--- src/rtl/core/cmfuv_pkg.sv ---
// Package with the face codes, the per-face minor-axis tables and the shared control types.
`timescale 1ns / 1ps

package cmfuv_pkg;

  typedef enum logic [1:0] {
    AXIS_X = 2'd0,
    AXIS_Y = 2'd1,
    AXIS_Z = 2'd2
  } axis_e;

  typedef enum logic [2:0] {
    FACE_POS_X = 3'd0,
    FACE_NEG_X = 3'd1,
    FACE_POS_Y = 3'd2,
    FACE_NEG_Y = 3'd3,
    FACE_POS_Z = 3'd4,
    FACE_NEG_Z = 3'd5
  } face_e;

  typedef struct packed {
    face_e face;
    logic  degenerate;
  } ctrl_t;

  // Minor axis that drives u on each face.
  function automatic axis_e face_u_axis(face_e f);
    unique case (f) inside
      FACE_POS_X, FACE_NEG_X: return AXIS_Z;
      FACE_POS_Y, FACE_NEG_Y, FACE_POS_Z, FACE_NEG_Z: return AXIS_X;
      default: return AXIS_X;
    endcase
  endfunction

  // Minor axis that drives v on each face.
  function automatic axis_e face_v_axis(face_e f);
    unique case (f) inside
      FACE_POS_Y, FACE_NEG_Y: return AXIS_Z;
      FACE_POS_X, FACE_NEG_X, FACE_POS_Z, FACE_NEG_Z: return AXIS_Y;
      default: return AXIS_Y;
    endcase
  endfunction

  function automatic logic face_u_neg(face_e f);
    unique case (f) inside
      FACE_NEG_X, FACE_POS_Z: return 1'b1;
      FACE_POS_X, FACE_POS_Y, FACE_NEG_Y, FACE_NEG_Z: return 1'b0;
      default: return 1'b0;
    endcase
  endfunction

  function automatic logic face_v_neg(face_e f);
    unique case (f) inside
      FACE_NEG_Y: return 1'b1;
      FACE_POS_X, FACE_NEG_X, FACE_POS_Y, FACE_POS_Z, FACE_NEG_Z: return 1'b0;
      default: return 1'b0;
    endcase
  endfunction

endpackage

--- src/rtl/core/cmfuv_front.sv ---
// Front stage: major-axis selection, face classification and divider operand setup.
`timescale 1ns / 1ps

module cmfuv_front #(
  parameter int unsigned COORD_WIDTH = 16
) (
  input  logic                   clk_i,
  input  logic                   rst_ni,
  input  logic                   in_valid_i,
  output logic                   in_stall_o,
  input  logic [COORD_WIDTH-1:0] dir_x_i,
  input  logic [COORD_WIDTH-1:0] dir_y_i,
  input  logic [COORD_WIDTH-1:0] dir_z_i,
  output logic                   push_o,
  input  logic                   full_i,
  output cmfuv_pkg::ctrl_t       ctrl_o,
  output logic [COORD_WIDTH:0]   num_u_o,
  output logic [COORD_WIDTH:0]   num_t_o,
  output logic [COORD_WIDTH:0]   den_o
);

  localparam int unsigned SW = COORD_WIDTH + 2;

  function automatic logic [COORD_WIDTH-1:0] mag_of(logic [COORD_WIDTH-1:0] d);
    return d[COORD_WIDTH-1] ? (~d + 1'b1) : d;
  endfunction

  function automatic logic [COORD_WIDTH-1:0] pick(cmfuv_pkg::axis_e ax,
                                                   logic [COORD_WIDTH-1:0] x,
                                                   logic [COORD_WIDTH-1:0] y,
                                                   logic [COORD_WIDTH-1:0] z);
    unique case (ax)
      cmfuv_pkg::AXIS_X: return x;
      cmfuv_pkg::AXIS_Y: return y;
      cmfuv_pkg::AXIS_Z: return z;
      default:           return x;
    endcase
  endfunction

  logic [COORD_WIDTH-1:0] mag_x, mag_y, mag_z, mag_m;
  logic [COORD_WIDTH-1:0] d_major, d_u, d_v;
  cmfuv_pkg::axis_e       axis;
  cmfuv_pkg::face_e       face;
  logic                   major_pos;
  logic signed [SW-1:0]   m_ext, a_ext, b_ext, num_u_s, num_t_s;
  logic                   take, moved;
  logic                   valid_q, valid_d;
  cmfuv_pkg::ctrl_t       ctrl_q;
  logic [COORD_WIDTH:0]   num_u_q, num_t_q, den_q;

  always_comb begin
    mag_x = mag_of(dir_x_i);
    mag_y = mag_of(dir_y_i);
    mag_z = mag_of(dir_z_i);
    // Strict compares keep the lowest index on a tie.
    axis  = cmfuv_pkg::AXIS_X;
    mag_m = mag_x;
    if (mag_y > mag_m) begin
      axis  = cmfuv_pkg::AXIS_Y;
      mag_m = mag_y;
    end
    if (mag_z > mag_m) begin
      axis  = cmfuv_pkg::AXIS_Z;
      mag_m = mag_z;
    end
    d_major   = pick(axis, dir_x_i, dir_y_i, dir_z_i);
    major_pos = !d_major[COORD_WIDTH-1] && (d_major != '0);
    face      = cmfuv_pkg::face_e'({axis, !major_pos});
    d_u       = pick(cmfuv_pkg::face_u_axis(face), dir_x_i, dir_y_i, dir_z_i);
    d_v       = pick(cmfuv_pkg::face_v_axis(face), dir_x_i, dir_y_i, dir_z_i);
    m_ext     = $signed({2'b00, mag_m});
    a_ext     = $signed({{2{d_u[COORD_WIDTH-1]}}, d_u});
    b_ext     = $signed({{2{d_v[COORD_WIDTH-1]}}, d_v});
    num_u_s   = cmfuv_pkg::face_u_neg(face) ? (m_ext - a_ext) : (m_ext + a_ext);
    num_t_s   = cmfuv_pkg::face_v_neg(face) ? (m_ext + b_ext) : (m_ext - b_ext);
  end

  assign in_stall_o = valid_q && full_i;
  assign take       = in_valid_i && !in_stall_o;
  assign moved      = valid_q && !full_i;

  always_comb begin
    valid_d = valid_q;
    if (take) begin
      valid_d = 1'b1;
    end else if (moved) begin
      valid_d = 1'b0;
    end
  end

  always_ff @(posedge clk_i or negedge rst_ni) begin
    if (!rst_ni) begin
      valid_q <= 1'b0;
    end else begin
      valid_q <= valid_d;
    end
  end

  // Both numerators lie in [0, 2m], so the low COORD_WIDTH+1 bits hold them exactly.
  always_ff @(posedge clk_i) begin
    if (take) begin
      ctrl_q.face       <= face;
      ctrl_q.degenerate <= (mag_m == '0);
      num_u_q           <= num_u_s[COORD_WIDTH:0];
      num_t_q           <= num_t_s[COORD_WIDTH:0];
      den_q             <= {mag_m, 1'b0};
    end
  end

  assign push_o  = valid_q;
  assign ctrl_o  = ctrl_q;
  assign num_u_o = num_u_q;
  assign num_t_o = num_t_q;
  assign den_o   = den_q;

endmodule

--- src/rtl/core/cmfuv_fifo.sv ---
// Two-entry queue that decouples the classify front from the divider back.
`timescale 1ns / 1ps

module cmfuv_fifo #(
  parameter int unsigned DATA_W = 8
) (
  input  logic              clk_i,
  input  logic              rst_ni,
  input  logic              push_i,
  input  logic [DATA_W-1:0] data_i,
  output logic              full_o,
  input  logic              pop_i,
  output logic              empty_o,
  output logic [DATA_W-1:0] data_o
);

  localparam int unsigned DEPTH = 2;
  localparam int unsigned CNT_W = $clog2(DEPTH + 1);

  logic [DATA_W-1:0] mem_q [DEPTH];
  logic              wr_ptr_q, rd_ptr_q;
  logic [CNT_W-1:0]  count_q, count_d;
  logic              do_push, do_pop;

  assign full_o  = (count_q == CNT_W'(DEPTH));
  assign empty_o = (count_q == '0);
  assign do_push = push_i && !full_o;
  assign do_pop  = pop_i && !empty_o;
  assign data_o  = mem_q[rd_ptr_q];

  always_comb begin
    count_d = count_q;
    if (do_push && !do_pop) begin
      count_d = count_q + 1'b1;
    end else if (do_pop && !do_push) begin
      count_d = count_q - 1'b1;
    end
  end

  always_ff @(posedge clk_i or negedge rst_ni) begin
    if (!rst_ni) begin
      wr_ptr_q <= 1'b0;
      rd_ptr_q <= 1'b0;
      count_q  <= '0;
    end else begin
      count_q <= count_d;
      if (do_push) begin
        wr_ptr_q <= !wr_ptr_q;
      end
      if (do_pop) begin
        rd_ptr_q <= !rd_ptr_q;
      end
    end
  end

  always_ff @(posedge clk_i) begin
    if (do_push) begin
      mem_q[wr_ptr_q] <= data_i;
    end
  end

  a_count_bound: assert property (@(posedge clk_i) disable iff (!rst_ni)
    count_q <= CNT_W'(DEPTH))
    else $error("queue count exceeds its depth");

  a_push_fills: assert property (@(posedge clk_i) disable iff (!rst_ni)
    (do_push && !do_pop) |=> !empty_o)
    else $error("queue empty after a transfer in without one out");

endmodule

--- src/rtl/core/cmfuv_back.sv ---
// Back end: pipelined restoring dividers for u and t, saturation and the output register.
`timescale 1ns / 1ps

module cmfuv_back #(
  parameter int unsigned COORD_WIDTH  = 16,
  parameter int unsigned UV_FRAC_BITS = 16
) (
  input  logic                    clk_i,
  input  logic                    rst_ni,
  input  logic                    empty_i,
  output logic                    pop_o,
  input  cmfuv_pkg::ctrl_t        ctrl_i,
  input  logic [COORD_WIDTH:0]    num_u_i,
  input  logic [COORD_WIDTH:0]    num_t_i,
  input  logic [COORD_WIDTH:0]    den_i,
  output logic                    out_valid_o,
  input  logic                    out_stall_i,
  output logic [2:0]              face_index_o,
  output logic [UV_FRAC_BITS-1:0] tex_u_o,
  output logic [UV_FRAC_BITS-1:0] tex_t_o,
  output logic                    degenerate_o
);

  localparam int unsigned NSTG = UV_FRAC_BITS + 1;
  localparam int unsigned LAST = NSTG - 1;
  localparam int unsigned QW   = UV_FRAC_BITS + 1;
  localparam int unsigned DW   = COORD_WIDTH + 1;
  localparam int unsigned RW   = COORD_WIDTH + 2;

  // One quotient bit: compare against twice the major magnitude, then double
  // the partial remainder, which keeps it below four times the magnitude.
  function automatic logic [RW:0] div_step(logic [RW-1:0] r, logic [RW-1:0] d);
    logic          ge;
    logic [RW-1:0] diff;
    ge   = (r >= d);
    diff = ge ? (r - d) : r;
    return {diff[RW-2:0], 1'b0, ge};
  endfunction

  logic             advance;
  logic             stg_valid_q [NSTG];
  cmfuv_pkg::ctrl_t stg_ctrl_q  [NSTG];
  logic [RW-1:0]    ru_q        [NSTG];
  logic [RW-1:0]    rt_q        [NSTG];
  logic [QW-1:0]    qu_q        [NSTG];
  logic [QW-1:0]    qt_q        [NSTG];
  logic [DW-1:0]    den_q       [NSTG];

  logic                    out_valid_q;
  logic [2:0]              face_q;
  logic [UV_FRAC_BITS-1:0] tex_u_q, tex_t_q, tex_u_d, tex_t_d;
  logic                    degen_q;

  assign advance = !out_valid_q || !out_stall_i;
  assign pop_o   = advance && !empty_i;

  for (genvar k = 0; k < NSTG; k++) begin : g_stg
    logic             v_in;
    cmfuv_pkg::ctrl_t c_in;
    logic [RW-1:0]    ru_in, rt_in;
    logic [QW-1:0]    qu_in, qt_in;
    logic [DW-1:0]    d_in;
    logic [RW:0]      su, st;

    if (k == 0) begin : g_first
      assign v_in  = !empty_i;
      assign c_in  = ctrl_i;
      assign ru_in = {1'b0, num_u_i};
      assign rt_in = {1'b0, num_t_i};
      assign qu_in = '0;
      assign qt_in = '0;
      assign d_in  = den_i;
    end else begin : g_next
      assign v_in  = stg_valid_q[k-1];
      assign c_in  = stg_ctrl_q[k-1];
      assign ru_in = ru_q[k-1];
      assign rt_in = rt_q[k-1];
      assign qu_in = qu_q[k-1];
      assign qt_in = qt_q[k-1];
      assign d_in  = den_q[k-1];
    end

    assign su = div_step(ru_in, {1'b0, d_in});
    assign st = div_step(rt_in, {1'b0, d_in});

    always_ff @(posedge clk_i or negedge rst_ni) begin
      if (!rst_ni) begin
        stg_valid_q[k] <= 1'b0;
      end else if (advance) begin
        stg_valid_q[k] <= v_in;
      end
    end

    always_ff @(posedge clk_i) begin
      if (advance) begin
        stg_ctrl_q[k] <= c_in;
        ru_q[k]       <= su[RW:1];
        rt_q[k]       <= st[RW:1];
        qu_q[k]       <= {qu_in[QW-2:0], su[0]};
        qt_q[k]       <= {qt_in[QW-2:0], st[0]};
        den_q[k]      <= d_in;
      end
    end
  end

  // A quotient of exactly one saturates to the all-ones code.
  always_comb begin
    tex_u_d = qu_q[LAST][QW-1] ? '1 : qu_q[LAST][UV_FRAC_BITS-1:0];
    tex_t_d = qt_q[LAST][QW-1] ? '1 : qt_q[LAST][UV_FRAC_BITS-1:0];
    if (stg_ctrl_q[LAST].degenerate) begin
      tex_u_d = '0;
      tex_t_d = '0;
    end
  end

  always_ff @(posedge clk_i or negedge rst_ni) begin
    if (!rst_ni) begin
      out_valid_q <= 1'b0;
    end else if (advance) begin
      out_valid_q <= stg_valid_q[LAST];
    end
  end

  always_ff @(posedge clk_i) begin
    if (advance) begin
      face_q  <= stg_ctrl_q[LAST].face;
      tex_u_q <= tex_u_d;
      tex_t_q <= tex_t_d;
      degen_q <= stg_ctrl_q[LAST].degenerate;
    end
  end

  assign out_valid_o  = out_valid_q;
  assign face_index_o = face_q;
  assign tex_u_o      = tex_u_q;
  assign tex_t_o      = tex_t_q;
  assign degenerate_o = degen_q;

  a_quot_bound: assert property (@(posedge clk_i) disable iff (!rst_ni)
    (stg_valid_q[LAST] && !stg_ctrl_q[LAST].degenerate && qu_q[LAST][QW-1])
    |-> (qu_q[LAST][QW-2:0] == '0))
    else $error("u quotient above one");

  a_out_load: assert property (@(posedge clk_i) disable iff (!rst_ni)
    (advance && stg_valid_q[LAST]) |=> out_valid_q)
    else $error("finished item not moved into the output register");

endmodule

--- src/rtl/core/cube_map_face_uv_select.sv ---
// Top level of the cube map face selection and face coordinate block.
//
// Usage:
//   Input channel: in_valid_i / in_stall_o with dir_x_i, dir_y_i, dir_z_i as
//   signed Q1.(COORD_WIDTH-1) direction components. A transfer happens at a
//   clock edge with valid high and stall low.
//   Output channel: out_valid_o / out_stall_i with face_index_o (0 +x .. 5 -z),
//   tex_u_o and tex_t_o (unsigned Q0.UV_FRAC_BITS, saturated) and degenerate_o,
//   which flags a zero vector (coordinates then zero).
//   Throughput is one direction per cycle while in_stall_o is low. With the
//   queue empty, a result passes the classify register (loaded on the transfer
//   edge), one queue write, UV_FRAC_BITS + 1 divider stages (one quotient bit
//   each for u and t) and the output register before it is valid.
//   When the receiver stalls, the divider pipeline holds, the two-entry queue
//   keeps accepting from the classify stage until it fills, and only then does
//   in_stall_o rise. Results keep their order; none is dropped.
//   Reset clears all valid flags and the queue; no item is in flight after it.
`timescale 1ns / 1ps

module cube_map_face_uv_select #(
  parameter int unsigned COORD_WIDTH  = 16,
  parameter int unsigned UV_FRAC_BITS = 16
) (
  input  logic                    clk_i,
  input  logic                    rst_ni,
  input  logic                    in_valid_i,
  output logic                    in_stall_o,
  input  logic [COORD_WIDTH-1:0]  dir_x_i,
  input  logic [COORD_WIDTH-1:0]  dir_y_i,
  input  logic [COORD_WIDTH-1:0]  dir_z_i,
  output logic                    out_valid_o,
  input  logic                    out_stall_i,
  output logic [2:0]              face_index_o,
  output logic [UV_FRAC_BITS-1:0] tex_u_o,
  output logic [UV_FRAC_BITS-1:0] tex_t_o,
  output logic                    degenerate_o
);

  localparam int unsigned OPW    = COORD_WIDTH + 1;
  localparam int unsigned FIFO_W = $bits(cmfuv_pkg::ctrl_t) + 3 * OPW;

  logic               push, full, pop, empty;
  cmfuv_pkg::ctrl_t   fr_ctrl, bk_ctrl;
  logic [OPW-1:0]     fr_num_u, fr_num_t, fr_den;
  logic [OPW-1:0]     bk_num_u, bk_num_t, bk_den;
  logic [FIFO_W-1:0]  q_wr, q_rd;

  cmfuv_front #(
    .COORD_WIDTH(COORD_WIDTH)
  ) u_front (
    .clk_i      (clk_i),
    .rst_ni     (rst_ni),
    .in_valid_i (in_valid_i),
    .in_stall_o (in_stall_o),
    .dir_x_i    (dir_x_i),
    .dir_y_i    (dir_y_i),
    .dir_z_i    (dir_z_i),
    .push_o     (push),
    .full_i     (full),
    .ctrl_o     (fr_ctrl),
    .num_u_o    (fr_num_u),
    .num_t_o    (fr_num_t),
    .den_o      (fr_den)
  );

  assign q_wr = {fr_ctrl, fr_num_u, fr_num_t, fr_den};

  cmfuv_fifo #(
    .DATA_W(FIFO_W)
  ) u_fifo (
    .clk_i   (clk_i),
    .rst_ni  (rst_ni),
    .push_i  (push),
    .data_i  (q_wr),
    .full_o  (full),
    .pop_i   (pop),
    .empty_o (empty),
    .data_o  (q_rd)
  );

  assign {bk_ctrl, bk_num_u, bk_num_t, bk_den} = q_rd;

  cmfuv_back #(
    .COORD_WIDTH (COORD_WIDTH),
    .UV_FRAC_BITS(UV_FRAC_BITS)
  ) u_back (
    .clk_i        (clk_i),
    .rst_ni       (rst_ni),
    .empty_i      (empty),
    .pop_o        (pop),
    .ctrl_i       (bk_ctrl),
    .num_u_i      (bk_num_u),
    .num_t_i      (bk_num_t),
    .den_i        (bk_den),
    .out_valid_o  (out_valid_o),
    .out_stall_i  (out_stall_i),
    .face_index_o (face_index_o),
    .tex_u_o      (tex_u_o),
    .tex_t_o      (tex_t_o),
    .degenerate_o (degenerate_o)
  );

endmodule
--- config.mk ---
export PLATFORM = sky130hd
export DESIGN_NAME = cube_map_face_uv_select
export DESIGN_NICKNAME = d
export VERILOG_FILES = /design/src/rtl/core/cmfuv_pkg.sv /design/src/rtl/core/cmfuv_front.sv /design/src/rtl/core/cmfuv_fifo.sv /design/src/rtl/core/cmfuv_back.sv /design/src/rtl/core/cube_map_face_uv_select.sv
export SDC_FILE = /design/constraint.sdc
export NUM_CORES = 2
export LEC_CHECK = 0
export ABC_AREA = 0
export ABC_CLOCK_PERIOD_IN_PS = 43200
export BUFFER_PORTS_ARGS = -buffer_cell sky130_fd_sc_hd__buf_2
export CORE_MARGIN = 1
export CORE_UTILIZATION = 50
export CTS_CLUSTER_SIZE = 12
export DETAILED_ROUTE_END_ITERATION = 16
export PLACE_DENSITY = 0.71
export SYNTH_ARGS = -nofsm -noshare
export SYNTH_HDL_FRONTEND = slang
export SYNTH_SLANG_ARGS = --single-unit
--- constraint.sdc ---
create_clock -name clk_i -period 43.2 [get_ports clk_i]
set_input_delay 2.16 -clock clk_i [delete_from_list [all_inputs] [get_ports clk_i]]
set_output_delay 2.16 -clock clk_i [all_outputs]
set_load 0.01 [all_outputs]
==> qor.yml <==
synthAdderAreaFrac: 0.109
tightest_slew_ns: 1.23
clock_skew_ns: 0.0411
die_h_um: 393
vias_per_cell: 5.75
grt_pass1_wl_um: 281000
firstDrtPassIters: 6
finalCritPeriodShare: 0.271
finalSetupViolCount: 0
crit_arrival_ns: 12.20
drive_above_1_share: 0.110
syn-num-nets: 7239
cts_tree: "yes"
clk_latency_ns: 0.80
rsz0062_at_grt: "no"
grt_max_degree: 174
ys_seq_elements: 1365
cts_inserted_buffers: 150
syn_to_final_growth_pct: 9.79
initial_core_util: 0.504
path_clk_slew_ns: 0.06
cts_resized: 0
drt_iter0_markers: 4408
final_cell_area_sq_um: 84000
vias: 50815
synth_cell_types: 85
dpl_cell_area_sq_um: 79400
synth_simple_gate_area_frac: 0.108
cts_max_path_buffers: 3
globalplace.congestion: 0.933
h-tree-depth: 4
ys_warn_count: 0
ios: 90
drc: 0
grt.overflow.total: 0
ys_seq_area_frac: 0.534
max_freq_mhz: 85.5
first_global_vias: 48931
slew_viol_final: 0
n_fill_cell: 12605
ff2ff_setup_slack_ns: 37.51
post_cts_buffers: 0
layout.nets: 7400
synth-edff-count: 1342
hold_buffers: 0
maxSlewHeadroom: 0.182
fp.coreArea_sq_um: 152000
outcome: "complete, no violations"
die_w_um: 393
syn_inst: 6542
end_kind: "register"
async_reset_ff_frac: 0.0168
port-buffer-count: 89
start_kind: "input pin"
path_common_cell: "ha_1"
critPathTopFamily: "simple AND/OR/NAND/NOR gates"
crit_buf_inv: 3
critPathRequiredTime_ns: 43.71
hold_viol: 0
drtAntennaViolNets: 0
synth_area_sq_um: 76500
setup.worst_path.class: "in -> reg"
muxShareOfSynthArea: 0.0595
routed_wl_um: 183000
dieArea_sq_um: 155000
wl_per_cell_um: 20.7
finalSetupTns_ns: 0
cts.sinks: 1365
synthTopCellsByArea: "edfxtp_1 53%, ha_1 10%, mux2_2 5.1%"
netlist_top_cells_count: "1,342 x edfxtp_1, 611 x ha_1, 553 x inv_1"
antenna_found_initial: 1
fin_crit_ns: 11.69
synth_top_family_by_area: "compound AO/OA/AOI/OAI gates"
placementRows: 143
max_stage_delay_ns: 0.76
synth_top_flop_cell: "edfxtp_1"
dp_hpwl_um: 140000
yosysMostFrequentCell: "edfxtp_1"
synth_top_cell_area_share: 0.527
syn_avg_cell_area_sq_um: 11.7
cp_max_fo: 28
maxCapViolations: 0
grt_usage: 0.237
slowest_stage: "or4b_2"
hold_class: "reg -> reg"
cts_root_buf: "clkbuf_16"
synth_top_cell_by_area: "edfxtp_1"
synth_xor_area_frac: 0.0455
synth-compound-area-share: 0.110
## cells in the final DEF (no fill, tap or decap), drive strengths merged, types with 169 or more instances in the layout
cell	Yosys	layout
edfxtp	1342	1342
ha	611	611
nor3	186	186
inv	553	560
nand3	169	169
xnor2	287	287
nor2	453	453
o21ai	319	319
nand2	379	379
mux2	350	350
a21oi	420	420
clkbuf	80	177
## final timing paths
kind                                     startpoint                        to  cells past startpoint
max in group asynchronous                    rst_ni           u_fifo.rd_ptr_q                      1
hold / removal             u_back.stg_ctrl_q[0][27]  u_back.stg_ctrl_q[0][31]                      0
setup reg to reg                 u_back.out_valid_o       u_back.qu_q[0][191]                      6
min in group asynchronous                    rst_ni     u_back.g_stg[14].v_in                      1
setup / recovery                         dir_y_i[4]       u_front.num_u_o[16]                     38
hold reg to reg            u_back.stg_ctrl_q[0][27]  u_back.stg_ctrl_q[0][31]                      0
## metal layers
layer	GRT usage	up-vias	share of wire
met5	0	-	0.000077
met4	0.0596	2	0.020
met3	0.0333	241	0.057
met2	0.370	1459	0.45
met1	0.346	24511	0.47
li1	-	24602	-
## layout make-up
cell class,count,area [sq um],share of cell area
diodes,1,2.50,0.0000298
well taps,2030,2540,0.0302
inverters,554,2080,0.0247
multi-input cells,4492,33100,0.394
flip-flops and latches,1365,40900,0.486
clock inverters,77,681,0.00810
repair buffers,140,853,0.0102
clock buffers,177,3920,0.0466
## state kept, by name, summed over array words and instances, names as in the netlist, 17 cells and up
register	flops
u_back.den_q	256
u_back.qt_q	153
u_back.qu_q	153
u_back.rt_q	257
u_back.ru_q	257
u_back.stg_ctrl_q	68
u_fifo.mem_q	108
u_front.num_t_o	17
u_front.num_u_o	17
## logic make-up after synthesis
logic type | Yosys count
AOI/OAI and AO/OA | 1332
xor gates and xnor gates | 397
adders and majority gates | 645
buffers and inverters | 685
DFF | 1365
muxes | 411
and+or+nand+nor | 1707
## stage by stage
step	util	hold slack [ns]	cells	setup WS, ns
6_report	0.553	0.403	8836	31.51
5_1_grt	0.553	0.408	8835	30.89
4_1_cts	0.553	0.401	8835	31.69
3_5_place_dp	0.523	0.405	8581	30.93
3_3_place_gp	0.523	0.400	8581	31.09
2_1_floorplan	-	0.400	6542	4.60
Power is not shown: default switching activity piles up to over one toggle a cycle in this logic, so the estimate is an artifact.
